`config.mk`:
```
export PLATFORM = sky130hd
export DESIGN_NAME = stepper_trapezoid_ramp_unit
export DESIGN_NICKNAME = d
export VERILOG_FILES = /design/src/rtl/stramp_pkg.sv /design/src/rtl/stepper_trapezoid_ramp_unit.sv
export SDC_FILE = /design/constraint.sdc
export NUM_CORES = 1
export LEC_CHECK = 0
export BUFFER_PORTS_ARGS = -buffer_cell sky130_fd_sc_hd__buf_2
export CAP_MARGIN = 20
export CORE_MARGIN = 1.5
export CORE_UTILIZATION = 55
export CTS_CLUSTER_DIAMETER = 40
export CTS_CLUSTER_SIZE = 24
export DETAILED_ROUTE_END_ITERATION = 12
export PLACE_DENSITY_LB_ADDON = 0.2
export SLEW_MARGIN = 20
export SYNTH_ARGS = -nofsm -noshare
export SYNTH_HDL_FRONTEND = slang
export SYNTH_SLANG_ARGS = --single-unit
```
`constraint.sdc`:
```
create_clock -name clk -period 5.8 [get_ports clk]
set_input_delay 0.87 -clock clk [delete_from_list [all_inputs] [get_ports clk]]
set_output_delay 0.87 -clock clk [all_outputs]
set_load 0.02 [all_outputs]
```
`src/rtl/stramp_pkg.sv`:
```
// Package for the stepper trapezoid ramp unit: widths, codes, state encoding
// and the saturating step counter helper. No dependencies.
`timescale 1ns / 1ps

package stramp_pkg;

    localparam int COUNT_BITS    = 24;
    localparam int COMPARE_BITS  = 16;
    localparam int INTERVAL_BITS = 32;
    localparam int TARGET_BITS   = 16;
    localparam int CMD_BITS      = 3;
    localparam int CFG_IDX_BITS  = 3;
    localparam int CFG_DATA_BITS = 32;

    // Dividend is 2*interval + remainder, divisor is 4*count +/- 1.
    localparam int NUM_W  = INTERVAL_BITS + 2;
    localparam int DIV_W  = COUNT_BITS + 2;
    localparam int DCNT_W = $clog2(NUM_W);

    typedef enum logic [CMD_BITS-1:0] {
        CMD_TOGGLE = 3'd0,
        CMD_START  = 3'd1,
        CMD_STOP   = 3'd2,
        CMD_STATUS = 3'd3,
        CMD_CLEAR  = 3'd4
    } cmd_t;

    typedef enum logic [CFG_IDX_BITS-1:0] {
        CFG_START_INTERVAL  = 3'd0,
        CFG_TARGET_INTERVAL = 3'd1,
        CFG_ACCEL_STEPS     = 3'd2,
        CFG_DECEL_START     = 3'd3,
        CFG_DECEL_STEPS     = 3'd4
    } cfg_idx_t;

    typedef enum logic [1:0] {
        PH_STOP  = 2'd0,
        PH_ACCEL = 2'd1,
        PH_RUN   = 2'd2,
        PH_DECEL = 2'd3
    } phase_t;

    typedef enum logic [1:0] {
        ST_IDLE = 2'd0,
        ST_DIV  = 2'd1,
        ST_FIN  = 2'd2,
        ST_DONE = 2'd3
    } state_t;

    function automatic logic [COUNT_BITS-1:0] sat_inc(input logic [COUNT_BITS-1:0] v);
        sat_inc = (&v) ? v : v + COUNT_BITS'(1);
    endfunction

endpackage

```
`src/rtl/stepper_trapezoid_ramp_unit.sv`:
```
// Stepper trapezoid ramp unit: toggle event handling, profile phases and a
// bit-serial restoring divider for the interval recurrence. Uses stramp_pkg.
`timescale 1ns / 1ps

//  channel | signals                                   | handshake
//  --------+-------------------------------------------+-------------------------
//  request | command, timer_count                      | in_valid / in_stall
//  result  | compare_value, compare_valid, phase_now,  | out_valid / out_stall
//          | steps_done, reached_flag, halt_timer      |
//  config  | cfg_index, cfg_data                       | cfg_valid / cfg_ready
//
//  A request that needs no division goes from acceptance through ST_DONE into
//  the result register; a step that runs the interval recurrence (accelerate,
//  or decelerate with countdown left) passes ST_DIV, where the divider shifts
//  one quotient bit per cycle, and ST_FIN first. A decelerate step that
//  spends the countdown needs no division. One request is in work at
//  a time; the result register lets the next request enter while a result
//  still waits on out_stall. Reset is asynchronous, active low, and clears all
//  profile state and loads the register defaults.

module stepper_trapezoid_ramp_unit
    import stramp_pkg::*;
(
    input  logic                     clk,
    input  logic                     rst_n,

    input  logic                     in_valid,
    output logic                     in_stall,
    input  logic [CMD_BITS-1:0]      command,
    input  logic [COMPARE_BITS-1:0]  timer_count,

    output logic                     out_valid,
    input  logic                     out_stall,
    output logic [COMPARE_BITS-1:0]  compare_value,
    output logic                     compare_valid,
    output logic [1:0]               phase_now,
    output logic [COUNT_BITS-1:0]    steps_done,
    output logic                     reached_flag,
    output logic                     halt_timer,

    input  logic                     cfg_valid,
    output logic                     cfg_ready,
    input  logic [CFG_IDX_BITS-1:0]  cfg_index,
    input  logic [CFG_DATA_BITS-1:0] cfg_data
);

    // Configuration registers
    logic [INTERVAL_BITS-1:0] start_interval_reg;
    logic [TARGET_BITS-1:0]   target_interval_reg;
    logic [COUNT_BITS-1:0]    accel_steps_reg;
    logic [COUNT_BITS-1:0]    decel_start_reg;
    logic [COUNT_BITS-1:0]    decel_steps_reg;

    // Profile state
    state_t                   state_reg, state_next;
    phase_t                   phase_reg, phase_next;
    logic                     toggle_reg, toggle_next;
    logic [INTERVAL_BITS-1:0] interval_reg, interval_next;
    logic [DIV_W-1:0]         remainder_reg, remainder_next;
    logic [COUNT_BITS-1:0]    ramp_reg, ramp_next;
    logic [COUNT_BITS-1:0]    steps_reg, steps_next;
    logic [COUNT_BITS-1:0]    decel_left_reg, decel_left_next;
    logic                     done_reg, done_next;

    // Pending result of the request in work
    logic [COMPARE_BITS-1:0]  timer_reg, timer_next;
    logic                     cvalid_pend_reg, cvalid_pend_next;
    logic                     halt_pend_reg, halt_pend_next;
    logic                     status_reg, status_next;
    logic                     reached_pend_reg, reached_pend_next;

    // Divider
    logic [NUM_W-1:0]         quo_reg, quo_next;
    logic [DIV_W-1:0]         prem_reg, prem_next;
    logic [DIV_W-1:0]         divisor_reg, divisor_next;
    logic [DCNT_W-1:0]        dcnt_reg, dcnt_next;

    // Result register
    logic                     out_valid_reg, out_valid_next;
    logic [COMPARE_BITS-1:0]  cmp_out_reg, cmp_out_next;
    logic                     cvalid_out_reg, cvalid_out_next;
    logic [1:0]               phase_out_reg, phase_out_next;
    logic [COUNT_BITS-1:0]    steps_out_reg, steps_out_next;
    logic                     reached_out_reg, reached_out_next;
    logic                     halt_out_reg, halt_out_next;

    // Datapath helpers
    logic                     accept;
    logic [COUNT_BITS-1:0]    step_inc;
    logic [COUNT_BITS-1:0]    ramp_inc;
    logic [COUNT_BITS-1:0]    dl_dec;
    logic [NUM_W-1:0]         dividend;
    logic [DIV_W:0]           shifted;
    logic [DIV_W+1:0]         trial;
    logic                     trial_ge;
    logic                     q_ge_int;
    logic [INTERVAL_BITS-1:0] accel_int;
    logic [NUM_W:0]           decel_sum;

    assign cfg_ready = 1'b1;
    assign in_stall  = (state_reg != ST_IDLE);
    assign accept    = in_valid && !in_stall;

    assign step_inc = sat_inc(steps_reg);
    assign ramp_inc = sat_inc(ramp_reg);
    assign dl_dec   = (decel_left_reg != '0) ? decel_left_reg - COUNT_BITS'(1)
                                             : decel_left_reg;
    assign dividend = {1'b0, interval_reg, 1'b0} + NUM_W'(remainder_reg);

    // One restoring division step: shift in the next dividend bit, try subtract.
    assign shifted  = {prem_reg, quo_reg[NUM_W-1]};
    assign trial    = {1'b0, shifted} - {2'b00, divisor_reg};
    assign trial_ge = !trial[DIV_W+1];

    assign q_ge_int  = (quo_reg >= NUM_W'(interval_reg));
    assign accel_int = q_ge_int ? '0 : interval_reg - quo_reg[INTERVAL_BITS-1:0];
    assign decel_sum = {1'b0, quo_reg} + (NUM_W+1)'(interval_reg);

    // Configuration writes
    always_ff @(posedge clk or negedge rst_n)
    begin
        if (!rst_n)
        begin
            start_interval_reg  <= INTERVAL_BITS'(1);
            target_interval_reg <= TARGET_BITS'(1);
            accel_steps_reg     <= '0;
            decel_start_reg     <= '0;
            decel_steps_reg     <= COUNT_BITS'(1);
        end
        else if (cfg_valid && cfg_ready)
        begin
            case (cfg_index)
                CFG_START_INTERVAL:  start_interval_reg  <= cfg_data[INTERVAL_BITS-1:0];
                CFG_TARGET_INTERVAL: target_interval_reg <= cfg_data[TARGET_BITS-1:0];
                CFG_ACCEL_STEPS:     accel_steps_reg     <= cfg_data[COUNT_BITS-1:0];
                CFG_DECEL_START:     decel_start_reg     <= cfg_data[COUNT_BITS-1:0];
                CFG_DECEL_STEPS:     decel_steps_reg     <= cfg_data[COUNT_BITS-1:0];
                default: ;
            endcase
        end
    end

    always_ff @(posedge clk or negedge rst_n)
    begin
        if (!rst_n)
        begin
            state_reg        <= ST_IDLE;
            phase_reg        <= PH_STOP;
            toggle_reg       <= 1'b0;
            interval_reg     <= '0;
            remainder_reg    <= '0;
            ramp_reg         <= '0;
            steps_reg        <= '0;
            decel_left_reg   <= '0;
            done_reg         <= 1'b0;
            out_valid_reg    <= 1'b0;
            dcnt_reg         <= '0;
        end
        else
        begin
            state_reg        <= state_next;
            phase_reg        <= phase_next;
            toggle_reg       <= toggle_next;
            interval_reg     <= interval_next;
            remainder_reg    <= remainder_next;
            ramp_reg         <= ramp_next;
            steps_reg        <= steps_next;
            decel_left_reg   <= decel_left_next;
            done_reg         <= done_next;
            out_valid_reg    <= out_valid_next;
            dcnt_reg         <= dcnt_next;
        end
    end

    // Payload registers
    always_ff @(posedge clk)
    begin
        timer_reg        <= timer_next;
        cvalid_pend_reg  <= cvalid_pend_next;
        halt_pend_reg    <= halt_pend_next;
        status_reg       <= status_next;
        reached_pend_reg <= reached_pend_next;
        quo_reg          <= quo_next;
        prem_reg         <= prem_next;
        divisor_reg      <= divisor_next;
        cmp_out_reg      <= cmp_out_next;
        cvalid_out_reg   <= cvalid_out_next;
        phase_out_reg    <= phase_out_next;
        steps_out_reg    <= steps_out_next;
        reached_out_reg  <= reached_out_next;
        halt_out_reg     <= halt_out_next;
    end

    always_comb
    begin
        state_next        = state_reg;
        phase_next        = phase_reg;
        toggle_next       = toggle_reg;
        interval_next     = interval_reg;
        remainder_next    = remainder_reg;
        ramp_next         = ramp_reg;
        steps_next        = steps_reg;
        decel_left_next   = decel_left_reg;
        done_next         = done_reg;
        timer_next        = timer_reg;
        cvalid_pend_next  = cvalid_pend_reg;
        halt_pend_next    = halt_pend_reg;
        status_next       = status_reg;
        reached_pend_next = reached_pend_reg;
        quo_next          = quo_reg;
        prem_next         = prem_reg;
        divisor_next      = divisor_reg;
        dcnt_next         = dcnt_reg;
        out_valid_next    = out_valid_reg && out_stall;
        cmp_out_next      = cmp_out_reg;
        cvalid_out_next   = cvalid_out_reg;
        phase_out_next    = phase_out_reg;
        steps_out_next    = steps_out_reg;
        reached_out_next  = reached_out_reg;
        halt_out_next     = halt_out_reg;

        case (state_reg)
            ST_IDLE:
            begin
                if (accept)
                begin
                    // Capture the request; most commands finish right here.
                    timer_next        = timer_count;
                    cvalid_pend_next  = 1'b0;
                    halt_pend_next    = 1'b0;
                    status_next       = (command == CMD_STATUS);
                    reached_pend_next = done_reg;
                    state_next        = ST_DONE;
                    quo_next          = dividend;
                    prem_next         = '0;
                    dcnt_next         = DCNT_W'(NUM_W - 1);
                    case (command)
                        CMD_TOGGLE:
                        begin
                            toggle_next      = !toggle_reg;
                            cvalid_pend_next = 1'b1;
                            // Second toggle of a pair is one motor step.
                            if (toggle_reg)
                            begin
                                case (phase_reg)
                                    PH_STOP:
                                    begin
                                        steps_next     = '0;
                                        remainder_next = '0;
                                        halt_pend_next = 1'b1;
                                    end
                                    PH_ACCEL:
                                    begin
                                        steps_next   = step_inc;
                                        ramp_next    = ramp_inc;
                                        divisor_next = {ramp_inc, 2'b01};
                                        state_next   = ST_DIV;
                                    end
                                    PH_RUN:
                                    begin
                                        steps_next = step_inc;
                                        if (step_inc >= decel_start_reg)
                                        begin
                                            phase_next = PH_DECEL;
                                        end
                                    end
                                    default:
                                    begin
                                        steps_next      = step_inc;
                                        decel_left_next = dl_dec;
                                        if (dl_dec <= COUNT_BITS'(1))
                                        begin
                                            // Countdown spent: stop, keep the interval.
                                            phase_next = PH_STOP;
                                            done_next  = 1'b1;
                                        end
                                        else
                                        begin
                                            divisor_next = {dl_dec - COUNT_BITS'(1), 2'b11};
                                            state_next   = ST_DIV;
                                        end
                                    end
                                endcase
                            end
                        end
                        CMD_START:
                        begin
                            // Ignored while the motor runs.
                            if (phase_reg == PH_STOP)
                            begin
                                interval_next    = start_interval_reg;
                                ramp_next        = '0;
                                steps_next       = '0;
                                remainder_next   = '0;
                                decel_left_next  = decel_steps_reg;
                                done_next        = 1'b0;
                                phase_next       = PH_ACCEL;
                                cvalid_pend_next = 1'b1;
                            end
                        end
                        CMD_STOP:
                        begin
                            phase_next     = PH_STOP;
                            halt_pend_next = 1'b1;
                        end
                        CMD_STATUS:
                        begin
                            done_next = 1'b0;
                        end
                        CMD_CLEAR:
                        begin
                            steps_next = '0;
                            ramp_next  = '0;
                        end
                        default: ;
                    endcase
                end
            end
            ST_DIV:
            begin
                // Advance one quotient bit per cycle.
                quo_next  = {quo_reg[NUM_W-2:0], trial_ge};
                prem_next = trial_ge ? trial[DIV_W-1:0] : shifted[DIV_W-1:0];
                dcnt_next = dcnt_reg - DCNT_W'(1);
                if (dcnt_reg == '0)
                begin
                    state_next = ST_FIN;
                end
            end
            ST_FIN:
            begin
                state_next     = ST_DONE;
                remainder_next = prem_reg;
                if (phase_reg == PH_ACCEL)
                begin
                    interval_next = accel_int;
                    if (steps_reg >= decel_start_reg)
                    begin
                        phase_next = PH_DECEL;
                    end
                    else if ((accel_int <= INTERVAL_BITS'(target_interval_reg))
                             || (steps_reg >= accel_steps_reg))
                    begin
                        // Cruise reached: clamp to the target, drop the carry.
                        if (accel_int < INTERVAL_BITS'(target_interval_reg))
                        begin
                            interval_next = INTERVAL_BITS'(target_interval_reg);
                        end
                        remainder_next = '0;
                        phase_next     = PH_RUN;
                    end
                end
                else
                begin
                    // Lengthen, saturating at all ones.
                    if (decel_sum[NUM_W:INTERVAL_BITS] != '0)
                    begin
                        interval_next = '1;
                    end
                    else
                    begin
                        interval_next = decel_sum[INTERVAL_BITS-1:0];
                    end
                end
            end
            default:
            begin
                // Hold until the result register is free.
                if (!out_valid_reg || !out_stall)
                begin
                    out_valid_next   = 1'b1;
                    cmp_out_next     = cvalid_pend_reg
                                     ? timer_reg + interval_reg[COMPARE_BITS-1:0]
                                     : '0;
                    cvalid_out_next  = cvalid_pend_reg;
                    phase_out_next   = phase_reg;
                    steps_out_next   = steps_reg;
                    reached_out_next = status_reg ? reached_pend_reg : done_reg;
                    halt_out_next    = halt_pend_reg;
                    state_next       = ST_IDLE;
                end
            end
        endcase
    end

    assign out_valid     = out_valid_reg;
    assign compare_value = cmp_out_reg;
    assign compare_valid = cvalid_out_reg;
    assign phase_now     = phase_out_reg;
    assign steps_done    = steps_out_reg;
    assign reached_flag  = reached_out_reg;
    assign halt_timer    = halt_out_reg;

endmodule
```
==> results, run 1 <==
- The flow ran to the end, and the final reports show no timing, DRC or antenna violations.
- The transition time of the tightest slew-check pin is approximately 1.1 ns.
- The TritonCTS clock tree is yes.
- The sequential power share is about a quarter.
- Entering global routing, the biggest net connects between 100 and 150 pins.
- From synthesis to final layout, the design area changed by 14.2%.
- The number of slew-limit violations in the final report is 0.
- The multiplexer area fraction after synthesis is 3.65%.
- The estimated wirelength of the detail-placed design is around 68000 µm.
- The final antenna diode count is 0.
- Of the total synthesized cell area, the portion taken by full adders, half adders and majority gates is 11.6%.
- For the final routed database, the setup TNS stands at 0 ns.
- The analysis attributes to cell leakage a power of 14.8 nW.
- TritonCTS created 74 clock buffers.
- The overall routing resource usage is 33.6%.
- The worst pin sits at a relative slew slack of between 20 and 30%.
- The maximum fanout along the worst path is 11.
- The number of setup buffers added after CTS is 0.
- The placed cell count is 3868.
- The post-synthesis cell count is ~3200.
- Port buffering added roughly 110 buffers.
- The clock reaches the later pin of the worst-skew pair after approximately 0.63 ns.
- The count of unique library cells instantiated by Yosys is 94.
- For the final database, setup skew stands at between 0.03 and 0.04 ns.
- The part of the total power dissipated in the clock network is between 20 and 25%.
- STA puts the critical path data required time at approximately 6.3 ns.
- The register area is about 11000 µm².
- The synthesized netlist devotes around 5.8% of its cell area to XOR and XNOR gates.
- In this run switching power makes up a little under half of total power.
- The clock tree synthesis step divided the H-tree into 3 levels.
- In this run the mean area of a mapped cell was 9.14 µm².
- The flip-flop cell with the highest count after synthesis is sky130_fd_sc_hd__dfrtp_1.
- Of the total power, combinational logic draws 53.7%.
- The final worst-path setup slack is ~0.24 ns.
- The number of DRC markers after the initial detailed-route iteration is roughly 2100.
- The count of standard-cell rows is 83.
- The post-detailed-route DRC marker count is 0.
- For the worst flop-to-flop path, the logic depth is 22.
- Setup repair after global routing left no endpoint under its margin.
- Setup violations remaining at the end of the flow were counted as 0.
- The part of the cycle the worst path needs is a little over nine tenths.
- From left edge to right edge, the die measures about 230 µm.
- Counting flops with an async set or reset pin after synthesis yields a share of between 60% and 70%.
- The clock tree buffer depth is 3.
- Dividing total power by cell area gives a power density of 636 nW/µm².
- The finished cells cover 33000 µm².
- OpenSTA, run right after detailed placement, puts the worst setup slack at 0.327 ns.
- For this run, the number of Yosys warnings is 0.
- The largest family of logic cells by synthesized area is compound AO/OA/AOI/OAI gates.
- For this design the total switching power over the nets is 0.00973 W.
- The number of flops mapped to enable cells by yosys is 150.
- The critical path in this run is classified as reg -> reg.
- The number of cells upsized or downsized after cts is 0.
- Setup slack on the worst reg-to-reg path comes out at approximately 0.24 ns.
- In this run the remaining antenna-violating nets after routing total 0.
- The via density per instance is about 6.2.
- The number of nets in the layout is 3589.
- The die span in y is between 200 and 250 µm.
- The final hold violation count was 0.
- Data arrives at the worst endpoint at ~6.0 ns.
- The area occupied by multi-input gates is approximately 16000 µm².
- After synthesis the netlist holds a flip-flop and latch count of 413.
- The number of antenna violations at the first check in global routing is 3.
- The clock sink total is ~410.
- The final non-filler cell total is ~4000.
- The effective utilization at floorplan is a little under three fifths.
- The number of global-route vias before repair is 24410.
- The simple logic cell fraction of the synthesized area is approximately 15%.
- The total I/O pin count is between 100 and 150.
- The worst register-to-register path begins at interval_reg[0].
- The worst-case IR drop observed on VDD is between 400 and 500 µV.
- The endpoint kind of the worst setup timing path is a flop.
- The filler cells instantiated in the layout total 4331.
- The flip-flop count of the largest register after layout is 34.
- Based on the critical path, the design can be clocked at up to roughly 0.18 GHz.
- The fraction of the mapped netlist area in compound gates is approximately a fifth.
- After clock tree synthesis, the clock-pin slew on the worst setup and hold paths is ~0.05 ns.
- The max-capacitance violation count is 0.
- The clock tree root buffer cell is sky130_fd_sc_hd__clkbuf_16.
- The global-route wire length before repair is roughly 140000 µm.
- The die covers between 50000 and 60000 µm².
- The total wirelength of the detailed-routed design is 90000 µm.
- The number of hold buffers added after cts is 0.
- The per-cell routed wire length is roughly 22 µm.
- The nature of the critical path startpoint is a flop.
- The type of the most critical hold path is in -> async.
- The internal portion of the total power is ~0.011 W.
- Across all layers, the routed design uses roughly 25000 vias.
- The worst register-to-register path ends at interval_reg[12].
- The overall overflow remaining after global route is 0.
- The post-layout minimum cycle time is about 5.6 ns.
- The share of post-route cells with drive strength above 1 is between 10% and 20%.
- The netlist area before placement is roughly 29000 µm².
- The number of detailed-routing iterations run before antenna repair is 6.
- In this run the cell area measured after placement is about 30000 µm².
- The proportion of synthesized chip area in sequential cells is roughly two fifths.
- The placeable core area is ~52000 µm².
- Synthesis produced a netlist with a net count of between 3000 and 4000.
- The global placement routability congestion is 1.00.
## cells in the mapped netlist, types with 56 or more instances
| library cell | n | share of area, % |
|---|---|---|
| sky130_fd_sc_hd__nand2_1 | 262 | 3.4 |
| sky130_fd_sc_hd__dfrtp_1 | 260 | 22 |
| sky130_fd_sc_hd__ha_1 | 260 | 11 |
| sky130_fd_sc_hd__o21ai_0 | 249 | 4.3 |
| sky130_fd_sc_hd__a21oi_1 | 237 | 4.1 |
| sky130_fd_sc_hd__inv_1 | 235 | 3.0 |
| sky130_fd_sc_hd__nor2_1 | 213 | 2.8 |
| sky130_fd_sc_hd__edfxtp_1 | 150 | 16 |
| sky130_fd_sc_hd__xnor2_1 | 137 | 4.1 |
| sky130_fd_sc_hd__clkbuf_1 | 121 | 1.6 |
| sky130_fd_sc_hd__mux2_2 | 84 | 3.3 |
| sky130_fd_sc_hd__nand3_1 | 67 | 1.2 |
| sky130_fd_sc_hd__nor3_1 | 63 | 1.1 |
| sky130_fd_sc_hd__a21o_1 | 58 | 1.5 |
| sky130_fd_sc_hd__a22o_1 | 56 | 1.7 |
## layout make-up
class	count	share of cell area (%)
Clock inverter	55	2.44
Tap cell	680	2.57
Clock buffer	82	5.82
Multi-Input combinational cell	2363	49.7
Sequential cell	413	33.6
Timing Repair Buffer	172	3.19
Inverter	241	2.74
## power groups by stage
stage	logic, W	clock network (W)	registers (W)
finish	0.0113	0.00470	0.00504
global route	0.0122	0.00488	0.00514
CTS	0.0110	0.00475	0.00502
detailed placement	0.0109	0	0.00507
global placement	0.0108	0	0.00502
floorplan	0.00764	0	0.00485
## worst max path at each step
stage	cells past startpoint	startpoint	to
after floorplan	25	interval_reg[20]	interval_reg[12]
final	22	interval_reg[0]	interval_reg[12]
after CTS	22	interval_reg[3]	interval_reg[12]
after global placement	22	interval_reg[3]	interval_reg[12]
after detailed placement	22	interval_reg[0]	interval_reg[9]
after global routing	22	interval_reg[4]	interval_reg[12]
## metrics by stage
step	util, %	power (W)	hold WS, ns
2_1_floorplan	-	0.0125	0.400
3_3_place_gp	58.7	0.0159	0.473
3_5_place_dp	58.7	0.0160	0.467
4_1_cts	64.0	0.0208	0.179
5_1_grt	64.0	0.0223	0.186
6_report	64.0	0.0210	0.167
## metal layers
| metal | part of all wire (%) | global-route usage [%] | up-vias |
|---|---|---|---|
| met1 | 44 | 45.6 | 12097 |
| li1 | - | - | 11666 |
| met4 | 4.5 | 14.7 | 2 |
| met5 | 0.014 | 0 | - |
| met3 | 6.4 | 4.69 | 227 |
| met2 | 45 | 53.6 | 1037 |
## kinds of logic after synthesis
family | Yosys count
flops | 413
fa+ha+maj | 265
buf+inv | 391
other cells | 1
mux | 95
simple gates | 889
xor+xnor | 191
compound gates | 922
## critical path, cell delays in order, from the launching register on
cell and delay, ns:
sky130_fd_sc_hd__dfrtp_1 0.44, sky130_fd_sc_hd__inv_1 0.09, sky130_fd_sc_hd__ha_1 0.19, sky130_fd_sc_hd__inv_1 0.06
sky130_fd_sc_hd__fa_1 0.43, sky130_fd_sc_hd__and4_1 0.21, sky130_fd_sc_hd__a211o_1 0.32, sky130_fd_sc_hd__a31oi_1 0.29
sky130_fd_sc_hd__and2_1 0.23, sky130_fd_sc_hd__a22oi_1 0.13, sky130_fd_sc_hd__xnor2_1 0.25, sky130_fd_sc_hd__nor2_1 0.10
sky130_fd_sc_hd__ha_1 0.30, sky130_fd_sc_hd__a21o_1 0.16, sky130_fd_sc_hd__a21o_1 0.17, sky130_fd_sc_hd__a21o_1 0.16
sky130_fd_sc_hd__a21o_1 0.17, sky130_fd_sc_hd__a31oi_1 0.17, sky130_fd_sc_hd__o21ai_0 0.15, sky130_fd_sc_hd__nand2b_1 0.22
sky130_fd_sc_hd__or4_4 0.66, sky130_fd_sc_hd__and3_1 0.20, sky130_fd_sc_hd__a311o_1 0.31
## placed cells by master (no fill, tap or decap), types with 43 or more instances in the layout
| cell type | synthesis | final |
|---|---|---|
| sky130_fd_sc_hd__nor2_1 | 213 | 212 |
| sky130_fd_sc_hd__xnor2_1 | 137 | 137 |
| sky130_fd_sc_hd__a22o_1 | 56 | 56 |
| sky130_fd_sc_hd__mux2_2 | 84 | 84 |
| sky130_fd_sc_hd__buf_4 | 1 | 65 |
| sky130_fd_sc_hd__buf_2 | 14 | 104 |
| sky130_fd_sc_hd__a21oi_1 | 237 | 236 |
| sky130_fd_sc_hd__a21o_1 | 58 | 58 |
| sky130_fd_sc_hd__clkbuf_16 | 0 | 74 |
| sky130_fd_sc_hd__o31ai_1 | 46 | 46 |
| sky130_fd_sc_hd__xor2_1 | 54 | 54 |
| sky130_fd_sc_hd__nand2_1 | 262 | 260 |
| sky130_fd_sc_hd__and3_1 | 51 | 51 |
| sky130_fd_sc_hd__inv_1 | 235 | 235 |
| sky130_fd_sc_hd__nand4_1 | 43 | 43 |
| sky130_fd_sc_hd__edfxtp_1 | 150 | 150 |
| sky130_fd_sc_hd__nand3_1 | 67 | 67 |
| sky130_fd_sc_hd__o21ai_0 | 249 | 249 |
| sky130_fd_sc_hd__ha_1 | 260 | 258 |
| sky130_fd_sc_hd__nor3_1 | 63 | 61 |
| sky130_fd_sc_hd__dfrtp_1 | 260 | 260 |
Note: power is estimated with default switching activity, not from simulation.
==> run 2: changes to the inputs <==
==> constraint.sdc (replaced) <==
create_clock -name clk -period 5.8 [get_ports clk]
set_input_delay 0.58 -clock clk [delete_from_list [all_inputs] [get_ports clk]]
set_output_delay 0.58 -clock clk [all_outputs]
set_load 0.02 [all_outputs]
==> run 2 against run 1 <==
Compared with the run above: first-iteration DRC count fell by 8.1%; non-clock buffer count up 6; count of clock-buffer cells in the layout up 10; global-route usage decreased by 0.17 points; sequential share of layout area is 0.22 points higher; clock skew is 0.011 ns lower; final area is 0.66% lower; power fell by 2.3%; critical path type unchanged.
==> results, run 2 (synthesis results as in run 1) <==
- The later-pin clock latency in the skew report is 0.61 ns (-0.02 ns).
- The final design utilization came to 63.6% (-0.42 points).
- The setup violation total in the final timing report is 0 (unchanged).
- Setup repair after global routing left no endpoint under its margin.
- The final hold violation count is 0 (unchanged).
- The number of DRC markers after the initial detailed-route iteration is 1963 (-8.1%).
- The largest net degree at the start of global routing was 128 (-3.0%).
- The width of the chip is 232 µm (unchanged).
- The flow ran to the end, and the final reports show no timing, DRC or antenna violations.
- The clock-pin slew on the worst setup and hold paths came to 0.05 ns (about the same).
- The clock sink total is 413 (unchanged).
- The die span in y is 232 µm (unchanged).
- The part of the cycle the worst path needs is 96.0% (+0.15 points).
- The flip-flop count of the largest register after layout is 34 (unchanged).
- The via density per instance is 6.17 (-1.3%).
- The number of vias in the routed layout came to 24712 (-1.3%).
- The maximum fanout along the worst path is 12 (+1).
- The number of slew-limit violations in the final report came to 0 (unchanged).
- The clock tree buffer depth is 3 (unchanged).
- The total leakage power is 14.7 nW (-0.48%).
- The overall overflow remaining after global route is 0 (unchanged).
- The global placement routability congestion is 0.973 (-2.9%).
- The estimated wirelength of the detail-placed design is 66700 µm (-1.2%).
- The library cell used most frequently in the layout, excluding fill and tap cells, is sky130_fd_sc_hd__nand2_1.
- The maximum clock frequency came to 0.180 GHz (-0.16%).
- The area of the die is 54000 µm² (unchanged).
- The worst setup path category is reg -> reg.
- The final antenna diode count came to 0 (unchanged).
- The worst slack at placement came to 0.0326 ns (-0.294 ns).
- The TritonCTS clock tree is yes.
- The TritonCTS buffer count was 72 (-2.7%).
- The global-route wire length before repair was 139000 µm (-0.54%).
- The share of post-route cells with drive strength above 1 is 13.1% (-0.030 points).
- The post-layout minimum cycle time is 5.57 ns (+0.00880 ns).
- The final worst-path setup slack is 0.229 ns (-0.00880 ns).
- The overall routing resource usage came to 33.5% (-0.17 points).
- The max-capacitance violation count is 0 (unchanged).
- The data required time of the critical path is 6.27 ns (about the same).
- The maximum level of the CTS H-tree came to 3 (unchanged).
- The nature of the critical path startpoint is a flop.
- The post-detailed-route DRC marker count was 0 (unchanged).
- The largest clock skew in the final design is 0.0267 ns (-0.0110 ns).
- The count of standard-cell rows is 83 (unchanged).
- The maximum resistive drop on vdd was 478 µV (+2.3%).
- The total wirelength of the detailed-routed design is 89600 µm (-0.41%).
- The number of detailed-routing iterations run before antenna repair is 6 (unchanged).
- The signal arrival time at the worst endpoint is 6.04 ns (about the same).
- The endpoint kind of the worst setup timing path is a flop.
- The number of antenna violations at the first check in global routing came to 2 (-1).
- The post-detailed-route count of antenna-violating nets came to 0 (unchanged).
- The per-cell routed wire length is 22.4 µm (-0.41%).
- From synthesis to final layout, the design area changed by 13.4%.
- The clock tree root buffer cell is sky130_fd_sc_hd__clkbuf_16.
- The normalized max-slew margin is 20.2% (-8.5 points).
- The total I/O pin count is 107 (unchanged).
- The top cell types in the final layout, fill and taps aside, are sky130_fd_sc_hd__nand2_1, sky130_fd_sc_hd__dfrtp_1, sky130_fd_sc_hd__ha_1, sky130_fd_sc_hd__o21ai_0, sky130_fd_sc_hd__a21oi_1.
- The total negative slack was 0 ns (unchanged).
- The cell area power density is 626 nW/µm² (-1.6%).
- The effective utilization at floorplan is 56.1% (unchanged).
- The path class of the tightest hold or removal check is in -> reg.
- The placeable core area was 51600 µm² (unchanged).
- The transition time of the tightest slew-check pin is 1.19 ns (+0.121 ns).
- The number of nets in the layout came to 3593 (+0.11%).
- The number of setup buffers added after CTS is 0 (unchanged).
- The number of input and output port buffers inserted is 105 (unchanged).
- The number of global-route vias before repair is 24166 (-1.0%).
run 2: cell types whose count changed in the layout (fill, tap and decap cells not counted), sizes merged, moves of 3 or more:
cell	before	now
inv	258	267
clkbuf	82	93
clkinv	22	9
buf	172	176
bufinv	12	3
clkinvlp	4	1
run 2: metrics by stage:
stage / area (µm²) / hold WS [ns] / cells / total power (W)
4_1_cts: 32800 / 0.134 / 4001 / 0.0203
5_1_grt: 32800 / 0.137 / 4006 / 0.0218
3_3_place_gp: 30300 / 0.461 / 3869 / 0.0159
6_report: 32800 / 0.158 / 4006 / 0.0205
3_5_place_dp: 30300 / 0.448 / 3869 / 0.0160
2_1_floorplan: 28900 / 0.284 / 3167 / 0.0125
run 2: worst max-delay path: stages (launching register included):
cell and delay, ns:
sky130_fd_sc_hd__dfrtp_1 0.52, sky130_fd_sc_hd__inv_1 0.08, sky130_fd_sc_hd__ha_1 0.53, sky130_fd_sc_hd__nand4_1 0.22, sky130_fd_sc_hd__nor3_2 0.40, sky130_fd_sc_hd__a31o_1 0.20, sky130_fd_sc_hd__a21oi_1 0.06, sky130_fd_sc_hd__o21ai_1 0.27
sky130_fd_sc_hd__a31o_2 0.19, sky130_fd_sc_hd__buf_4 0.17, sky130_fd_sc_hd__nor2_1 0.09, sky130_fd_sc_hd__ha_1 0.19, sky130_fd_sc_hd__a21o_1 0.15, sky130_fd_sc_hd__a21o_1 0.17, sky130_fd_sc_hd__a21o_1 0.17, sky130_fd_sc_hd__a21o_1 0.17
sky130_fd_sc_hd__a21o_1 0.18, sky130_fd_sc_hd__a31oi_1 0.18, sky130_fd_sc_hd__o21ai_0 0.15, sky130_fd_sc_hd__nand2b_1 0.21, sky130_fd_sc_hd__or4_4 0.65, sky130_fd_sc_hd__and3_1 0.21, sky130_fd_sc_hd__a311o_1 0.31
run 2: per-layer routing:
layer  global-route usage (%)  up-vias  wire (µm)
met5                        0        -         13
met4                     12.2        2       3240
met3                     5.26      184       5440
met2                     54.0      863      41500
met1                     45.4    12004      39400
li1                         -    11659          -
run 2: repair_timing:
item,4_1_cts,5_1_grt
resized for setup,0,4
hold buffers,1,0
setup endpoints to repair,0,6
hold endpoints to repair,57,0
run 2: area by class of cell:
type | instances | area (µm²)
Inverter | 241 | 905
Clock inverter | 39 | 413
Clock buffer | 92 | 2030
Sequential cell | 413 | 11100
Multi-Input combinational cell | 2363 | 16400
Tap cell | 680 | 851
Fill cell | 4270 | 18800
Timing Repair Buffer | 178 | 1120
run 2: power breakdown:
group | leakage (nW) | total, W | switching [W] | internal [W]
combinational | 8.78 | 0.0112 | 0.00709 | 0.00413
clock | 1.21 | 0.00429 | 0.00161 | 0.00267
sequential | 4.72 | 0.00503 | 0.000876 | 0.00416
run 2: path summary, 6_finish.rpt:
kind / start / endpoint / slack [ns] / cells past startpoint
max in group asynchronous: rst_n / interval_reg[22] / 4.09 / 3
worst min-delay path: timer_count[8] / timer_reg[8] / 0.16 / 1
min in group asynchronous: rst_n / steps_reg[16] / 0.53 / 2
worst max register to register: interval_reg[5] / interval_reg[7] / 0.23 / 22
worst max-delay path: interval_reg[5] / interval_reg[7] / 0.23 / 22
worst min register to register: halt_pend_reg / halt_timer / 0.49 / 0
